`src/hdl/md_pkg.sv`:
```
// Shared types and constants for the squared Mahalanobis distance block.
package md_pkg;

  // Field widths
  localparam int CMD_W   = 2;
  localparam int IDX_W   = 3;
  localparam int WORD_W  = 32;
  localparam int SAMP_W  = 16;
  localparam int DIMS_W  = 4;
  localparam int DIST_W  = 64;

  // Datapath widths: 18-bit difference, sum of up to 8 row products, final sum of 8 terms
  localparam int DIFF_W  = 18;
  localparam int PROD1_W = DIFF_W + WORD_W;
  localparam int Q_W     = PROD1_W + 3;
  localparam int PROD2_W = Q_W + DIFF_W;
  localparam int ACC_W   = PROD2_W + 3;

  // Upper bound on dimensions that the 3-bit index can reach
  localparam int IDX_LIM = 8;

  // Request commands
  localparam logic [CMD_W-1:0] CMD_LOAD_COV = 2'd0;
  localparam logic [CMD_W-1:0] CMD_LOAD_OFF = 2'd1;
  localparam logic [CMD_W-1:0] CMD_SAMPLE   = 2'd2;

  // Commands from controller to datapath
  typedef struct packed {
    logic wr_cov;    // write inverse covariance entry
    logic wr_off;    // write offset entry
    logic wr_diff;   // store element difference
    logic start;     // clear row sum and accumulator
    logic mul1;      // d[j] * C[j][k]
    logic acc1;      // add into row sum
    logic mul2;      // row sum * d[k]
    logic acc2;      // add into total, clear row sum
    logic load_out;  // register the scaled, clipped result
  } md_cmd_t;

endpackage

```
`src/hdl/md_ctrl.sv`:
```
// Controller: handshakes, dimension register, index counters and sequencing FSM.
module md_ctrl import md_pkg::*; #(
  parameter int DIMS_MAX = 8,
  parameter int IW       = 3
) (
  input  logic              clk,
  input  logic              rst_n,
  input  logic              in_valid,
  output logic              in_stall,
  input  logic [CMD_W-1:0]  in_command,
  input  logic [IDX_W-1:0]  in_row_index,
  input  logic [IDX_W-1:0]  in_col_index,
  output logic              out_valid,
  input  logic              out_stall,
  input  logic              cfg_valid,
  output logic              cfg_ready,
  input  logic [DIMS_W-1:0] cfg_dims_in_use,
  output md_cmd_t           cmd,
  output logic [IW-1:0]     j_idx,
  output logic [IW-1:0]     k_idx
);

  localparam int LIM = (DIMS_MAX < IDX_LIM) ? DIMS_MAX : IDX_LIM;

  localparam logic [2:0] S_IDLE = 3'd0;
  localparam logic [2:0] S_READ = 3'd1;
  localparam logic [2:0] S_MUL1 = 3'd2;
  localparam logic [2:0] S_ACC1 = 3'd3;
  localparam logic [2:0] S_MUL2 = 3'd4;
  localparam logic [2:0] S_ACC2 = 3'd5;
  localparam logic [2:0] S_DONE = 3'd6;

  logic [2:0]        state_r, state_nxt;
  logic [IW-1:0]     j_r, j_nxt, k_r, k_nxt;
  logic [DIMS_W-1:0] dims_r, dims_nxt;
  logic              out_valid_r, out_valid_nxt;

  logic [DIMS_W-1:0] lim_w, n_eff, n_last;
  logic              accept, row_ok, col_ok, last_elem, j_last, k_last, out_free;

  // Effective dimension count: zero acts as one, clip to table size
  assign lim_w  = DIMS_W'(LIM);
  assign n_eff  = (dims_r == '0) ? DIMS_W'(1) : ((dims_r > lim_w) ? lim_w : dims_r);
  assign n_last = n_eff - DIMS_W'(1);

  assign accept    = in_valid && (state_r == S_IDLE);
  assign row_ok    = {1'b0, in_row_index} < lim_w;
  assign col_ok    = {1'b0, in_col_index} < lim_w;
  assign last_elem = {1'b0, in_row_index} == n_last;
  assign j_last    = DIMS_W'(j_r) == n_last;
  assign k_last    = DIMS_W'(k_r) == n_last;
  assign out_free  = !out_valid_r || !out_stall;

  assign in_stall  = (state_r != S_IDLE);
  assign cfg_ready = (state_r == S_IDLE);
  assign out_valid = out_valid_r;
  assign j_idx     = j_r;
  assign k_idx     = k_r;

  // Sequence loads, element stores and the quadratic form
  always_comb begin
    state_nxt     = state_r;
    j_nxt         = j_r;
    k_nxt         = k_r;
    dims_nxt      = dims_r;
    out_valid_nxt = out_valid_r;
    cmd           = '0;

    if (out_valid_r && !out_stall) begin
      out_valid_nxt = 1'b0;
    end
    if (cfg_valid && cfg_ready) begin
      dims_nxt = cfg_dims_in_use;
    end

    case (state_r)
      S_IDLE: begin
        if (accept && row_ok) begin
          case (in_command)
            CMD_LOAD_COV: cmd.wr_cov = col_ok;
            CMD_LOAD_OFF: cmd.wr_off = 1'b1;
            CMD_SAMPLE: begin
              cmd.wr_diff = 1'b1;
              if (last_elem) begin
                cmd.start = 1'b1;
                j_nxt     = '0;
                k_nxt     = '0;
                state_nxt = S_READ;
              end
            end
            default: ;
          endcase
        end
      end
      S_READ: state_nxt = S_MUL1;
      S_MUL1: begin
        cmd.mul1  = 1'b1;
        state_nxt = S_ACC1;
      end
      S_ACC1: begin
        cmd.acc1 = 1'b1;
        if (j_last) begin
          state_nxt = S_MUL2;
        end else begin
          j_nxt     = j_r + 1'b1;
          state_nxt = S_READ;
        end
      end
      S_MUL2: begin
        cmd.mul2  = 1'b1;
        state_nxt = S_ACC2;
      end
      S_ACC2: begin
        cmd.acc2 = 1'b1;
        j_nxt    = '0;
        if (k_last) begin
          state_nxt = S_DONE;
        end else begin
          k_nxt     = k_r + 1'b1;
          state_nxt = S_READ;
        end
      end
      S_DONE: begin
        // Hold until the output register is free
        if (out_free) begin
          cmd.load_out  = 1'b1;
          out_valid_nxt = 1'b1;
          state_nxt     = S_IDLE;
        end
      end
      default: state_nxt = S_IDLE;
    endcase
  end

  always_ff @(posedge clk) begin
    if (!rst_n) begin
      state_r     <= S_IDLE;
      j_r         <= '0;
      k_r         <= '0;
      dims_r      <= DIMS_W'(8);
      out_valid_r <= 1'b0;
    end else begin
      state_r     <= state_nxt;
      j_r         <= j_nxt;
      k_r         <= k_nxt;
      dims_r      <= dims_nxt;
      out_valid_r <= out_valid_nxt;
    end
  end

endmodule

```
`config.mk`:
```
export PLATFORM = sky130hd
export DESIGN_NAME = md_ctrl
export DESIGN_NICKNAME = d
export VERILOG_FILES = /design/src/hdl/md_pkg.sv /design/src/hdl/md_ctrl.sv
export SDC_FILE = /design/constraint.sdc
export NUM_CORES = 1
export LEC_CHECK = 0
export CAP_MARGIN = 20
export CORE_MARGIN = 4
export CORE_UTILIZATION = 60
export DETAILED_ROUTE_END_ITERATION = 10
export DONT_BUFFER_PORTS = 1
export PLACE_DENSITY = 0.76
export SYNTH_ARGS = -nofsm -noshare
export SYNTH_HDL_FRONTEND = slang
export SYNTH_SLANG_ARGS = --single-unit
```
`constraint.sdc`:
```
create_clock -name clk -period 3.4 [get_ports clk]
set_clock_uncertainty 0.2 [all_clocks]
set_input_delay 0.17 -clock clk [delete_from_list [all_inputs] [get_ports clk]]
set_output_delay 0.17 -clock clk [all_outputs]
set_load 0.005 [all_outputs]
```
==> flow_summary.yaml, run 1 <==
run_status:
  status: "completed"
global_route:
  antenna_found_initial: 0
  grt_use_total_pct: 20.8
  grt_pass1_vias: 921
  grt_max_degree: 15
  grt_overflow: 0
  grt_first_pass_wirelength_mm: 4.02
sta:
  rsz0062_at_grt: "false"
  fmax_ghz: 0.363
  finalSetupViolCount: 0
  fin_crit_sh_pct: 81.0
  min_period_ns: 2.75
  hold-worst-slack_ns: 0.0175
  worstMarginPinSlew_ns: 0.477
  max_slew_margin_pct: 67.8
  hold_violations: 0
  fin_setup_tns_ns: 0
  slew_viol_final: 0
routing:
  via_count: 936
  avgRoutedWirePerCell_microns: 16.7
  antenna_left: 0
  routed_wl_mm: 2.44
  drc: 0
  drt_iter0_markers: 19
  drt-pass1-iter-count: 4
  vias_per_cell: 6.41
flow_run:
  drv_cap: 0
power_and_ir_drop:
  leakagePower_uw: 0.000448
  power_density_mw_per_mm2: 312
  power_uw: 361
  ir_drop_mv: 0.213
cts:
  cts-root-buf: "clkbuf_4"
  cts_htree_levels: 1
  clk_pin_slew_ns: 0.09
  cts_tree: "done"
  cts.sinks: 14
  clk_path_buf_depth: 2
  cts_buffers: 3
  clock_latency_ns: 0.28
  post-cts-setup-buffers: 0
setup_path:
  crit_path_max_fanout: 13
  critPathLaunchType: "register"
  critPathRequiredTime_ns: 3.43
  endpoint_kind: "register"
  worstPathArrival_ns: 2.79
  path_class: "register to register"
place:
  placedCellCount: 130
  place.gp.congestion: 0.776
  portBuffers: 0
  hpwl_mm: 1.68
logic_synthesis:
  syn_area_per_cell_sq_um: 8.44
  syn_area_sq_um: 996
  synthFlopType: "dfxtp_1"
  synth_edf_count: 0
  post_synth_most_frequent_cells: "nand2_1 (16), dfxtp_1 (14), a21oi_1 (11), nor2_1 (11), nand3_1 (7)"
  async_flop_share_pct: 0
  ys_seq_area_share_pct: 28.1
  ys_seq_elements: 14
  synth_nets: 138
  syn_inst: 118
  synth_top_area_share_pct: 28.1
  post-synth-top-area-cell: "dfxtp_1"
  yosysMostFrequentCell: "nand2_1"
  synth.distinct_cells: 44
  yosysWarningCount: 0
  synth_area_leaders: "dfxtp_1 (28%), nand2_1 (6.0%), a21oi_1 (5.5%)"
floorplan:
  die_h_microns: 48.7
  die_x_microns: 48.7
  rows: 14
  core_area_sq_mm: 0.00154
  die_area_sq_mm: 0.00238
  start_util_pct: 64.6
  num_io_pins: 35
finish:
  diodes: 0
  drive_above_1_share_pct: 10.8
  multi_input_area_sq_um: 681
  final_cells: 146
  area_growth_pct: 16.1
  seq_area_sq_um: 280
  fill_cells: 99
  nets: 151
min_path:
  worst_hold_path_type: "input pin to register"
## state kept, by name, summed over array words and instances (netlist names)
register / flops
out_valid: 1
k_idx: 3
j_idx: 3
state_r: 3
dims_r: 4
## cell type report
| class | count | area share, % |
|---|---|---|
| sequential | 14 | 24.2 |
| inverter | 5 | 1.62 |
| tap | 16 | 1.73 |
| clock buffer | 4 | 3.14 |
| multi-input combinational | 95 | 58.9 |
| timing repair buffer | 12 | 10.4 |
## placed cells by master, fill, tap and decap left out, types with 3 or more instances in the layout
master / instances
nand3_1: 7
a21oi_1: 11
a31oi_1: 3
xnor2_1: 4
nand2_1: 16
ha_1: 3
nor2_1: 11
mux2i_1: 3
dlygate4sd3_1: 12
inv_1: 3
clkbuf_4: 3
nor3b_1: 3
dfxtp_1: 14
## cells by family (layout without fill, tap and decap cells)
family / count (synthesis) / in the layout / synth area share, %
and+or+nand+nor: 51 / 51 / 27.3
AOI/OAI and AO/OA: 30 / 30 / 24.5
DFF: 14 / 14 / 28.1
buffers and inverters: 9 / 21 / 3.52
xor gates and xnor gates: 8 / 8 / 9.80
adders and majority gates: 3 / 3 / 3.77
muxes: 3 / 3 / 3.02
## worst paths after layout
| path | from | to | slack, ns | cells past startpoint |
|---|---|---|---|---|
| setup reg to reg | state_r[1] | dims_r[2] | 0.65 | 7 |
| hold / removal | rst_n | j_idx[1] | 0.02 | 3 |
| hold reg to reg | out_valid | out_valid | 0.35 | 2 |
| setup / recovery | state_r[1] | dims_r[2] | 0.65 | 7 |
## per-layer routing
layer  vias to the layer above  GRT usage (%)  routed length [microns]
met5                         -              0                        0
met3                         8           5.21                      132
met1                       438           24.0                     1030
met4                         0           6.28                       51
met2                        30           37.2                     1230
li1                        460              -                        -
## stage by stage
step	util, %	setup slack (ns)	cell area, sq um
finish	75.0	0.647	1160
detailed placement	64.9	0.935	1000
floorplan	-	1.23	996
global placement	64.9	0.966	1000
CTS	75.0	0.768	1160
global route	75.0	0.501	1160
## worst max-delay path: stages (launching register included)
cell,delay [ns]
dfxtp_1,0.43
nor2_1,0.18
nand2_1,0.21
inv_2,0.23
nand3_1,0.13
dlygate4sd3_1,0.59
a21oi_1,0.17
dlygate4sd3_1,0.56
## what timing repair did
item / 4_1_cts / 5_1_grt
hold buffers: 12 / 0
endpoints found under the hold margin: 14 / 0
resized for setup: 0 / 0
## where the power goes
part	total, uW	internal [uW]	switching, uW
logic	66.8	31.5	35.2
clock network	123	65.2	58.3
registers	171	167	3.65
total	361	264	97.2
No activity file was read; power rests on OpenSTA's default activity.
==> inputs of run 2 (changes only) <==
--- a/config.mk
+++ b/config.mk
@@ -7,10 +7,10 @@
 export LEC_CHECK = 0
 export CAP_MARGIN = 20
 export CORE_MARGIN = 4
-export CORE_UTILIZATION = 60
+export CORE_UTILIZATION = 55
 export DETAILED_ROUTE_END_ITERATION = 10
 export DONT_BUFFER_PORTS = 1
-export PLACE_DENSITY = 0.76
+export PLACE_DENSITY = 0.73
 export SYNTH_ARGS = -nofsm -noshare
 export SYNTH_HDL_FRONTEND = slang
 export SYNTH_SLANG_ARGS = --single-unit
==> constraint.sdc (replaced) <==
create_clock -name clk -period 2.5 [get_ports clk]
set_clock_uncertainty 0.2 [all_clocks]
set_input_delay 0.125 -clock clk [delete_from_list [all_inputs] [get_ports clk]]
set_output_delay 0.125 -clock clk [all_outputs]
set_load 0.005 [all_outputs]
==> run 2 against run 1 <==
Die area increased by 7.6%. Sequential power up 35%. Largest power group unchanged. Core utilization down 6.2 points. Setup slack worse by 0.52 ns. Critical path type unchanged.
==> flow_summary.yaml, run 2 (synthesis results as in run 1) <==
flow_run:
  drv_cap: 0
sta:
  fin_crit_sh_pct: 94.8
  worstMarginPinSlew_ns: 0.470
  fmax_ghz: 0.422
  slew_viol_final: 0
  rsz0062_at_grt: "true"
  hold_violations: 0
  max_slew_margin_pct: 68.3
  min_period_ns: 2.37
  fin_setup_tns_ns: 0
  finalSetupViolCount: 0
place:
  dpl_cell_area_sq_mm: 0.00103
  portBuffers: 0
  place.gp.congestion: 0.791
  hpwl_mm: 1.77
finish:
  nets: 152
  fill_cells: 151
  area_growth_pct: 19.2
  largest_reg_flops: 4
  final_common_cell: "nand2_1"
  final_core_util_pct: 68.8
  layout_common_cells: "nand2_1 (16), dfxtp_1 (14), nor2_1 (11), a21oi_1 (11), dlygate4sd3_1 (10)"
  regMostFlops: "dims_r"
  diodes: 0
  final_area_sq_mm: 0.00119
  drive_above_1_share_pct: 15.3
cts:
  clock_latency_ns: 0.28
  post-cts-setup-buffers: 0
  cts.sinks: 14
  clk_pin_slew_ns: 0.10
  cts-root-buf: "clkbuf_4"
  clk_path_buf_depth: 2
  cts_htree_levels: 1
  cts_buffers: 3
  cts_tree: "done"
power_and_ir_drop:
  power_uw: 499
  leakagePower_uw: 0.000456
  ir_drop_mv: 0.351
  power_density_mw_per_mm2: 421
routing:
  via_count: 935
  drc: 0
  routed_wl_mm: 2.42
  drt-pass1-iter-count: 4
  avgRoutedWirePerCell_microns: 15.5
  wl_met1_mm: 1.01
  antenna_left: 0
  wl_met3_microns: 92
  vias_per_cell: 5.99
  wl_met2_mm: 1.28
  drt_iter0_markers: 17
  top_layer_used: "met4"
floorplan:
  die_x_microns: 50.6
  die_area_sq_mm: 0.00256
  rows: 15
  start_util_pct: 57.7
  num_io_pins: 35
  core_area_sq_mm: 0.00173
  die_h_microns: 50.6
min_path:
  holdPathStages: 1
  worst_hold_path_type: "input pin to output port"
global_route:
  grt_use_total_pct: 20.9
  antenna_found_initial: 0
  grt_max_degree: 15
  grt_overflow: 0
  grt_first_pass_wirelength_mm: 4.11
  grt_pass1_vias: 915
setup_path:
  critPathRequiredTime_ns: 2.47
  critPathLaunchType: "register"
  cpPeakStageDelay_ns: 0.38
  path_class: "register to register"
  worstRegToRegCells: 7
  crit_chain: "o21bai_2 -> nand2_1 -> ha_1 -> xnor3_1 -> nor4_2 -> nor3b_1 -> o311a_1"
  worstPathArrival_ns: 2.34
  crit_path_max_fanout: 3
  endpoint_kind: "register"
  crit_slowest_cell: "xnor3_1"
run_status:
  status: "completed"
-- run 2: cell types whose count changed in the layout (fill, tap and decap cells not counted) --
cell,delta
buf_4,+3
dlygate4sd3_1,-2
mux2i_2,+1
xnor2_2,+1
mux2i_1,-1
xnor2_1,-1
nor4_2,+1
nor4_1,-1
-- run 2: worst paths after layout --
path / endpoint / startpoint / slack (ns)
min reg2reg: dims_r[0] / dims_r[0] / 0.29
max: state_r[0] / dims_r[0] / 0.13
max reg2reg: state_r[0] / dims_r[0] / 0.13
min: cmd[8] / in_command[1] / 0.09
-- run 2: metrics by stage --
stage,hold slack [ns],setup slack (ns),instances
2_1_floorplan,-0.00317,0.331,118
3_3_place_gp,-0.000190,0.188,142
3_5_place_dp,0.00171,0.101,142
4_1_cts,0.0874,0.0248,156
5_1_grt,0.0905,0.00476,156
6_report,0.0875,0.130,156
-- run 2: layer usage --
metal | vias to the layer above | track usage, %
li1 | 465 | -
met1 | 450 | 24.6
met2 | 16 | 37.6
met3 | 4 | 3.86
met4 | 0 | 6.73
met5 | - | 0
-- run 2: repair_timing --
item                                   CTS  global route
endpoints found under the hold margin   14             0
hold buffers                            10             0
gates resized for setup                  0             3
setup endpoints to repair                0             6
-- run 2: report_power, final --
| part | switching [uW] | internal, uW |
|---|---|---|
| registers | 4.01 | 227 |
| logic | 50.9 | 46.8 |
| clock network | 81.8 | 88.5 |
-- run 2: layout make-up --
class	count	area, sq um	area share [%]
timing repair buffer	13	123	10.3
multi-input combinational	95	698	58.8
inverter	5	18.8	1.58
sequential	14	280	23.6
clock buffer	4	36.3	3.06
tap	25	31.3	2.63
-- run 2: critical path: cells and delay by family (launching register included) --
family	cells	cell delay, ns
XOR/XNOR	1	0.38
AO/OA/AOI/OAI	2	0.56
AND/OR/NAND/NOR	3	0.49
adder cells (fa/ha/maj)	1	0.29
flip-flops	1	0.33
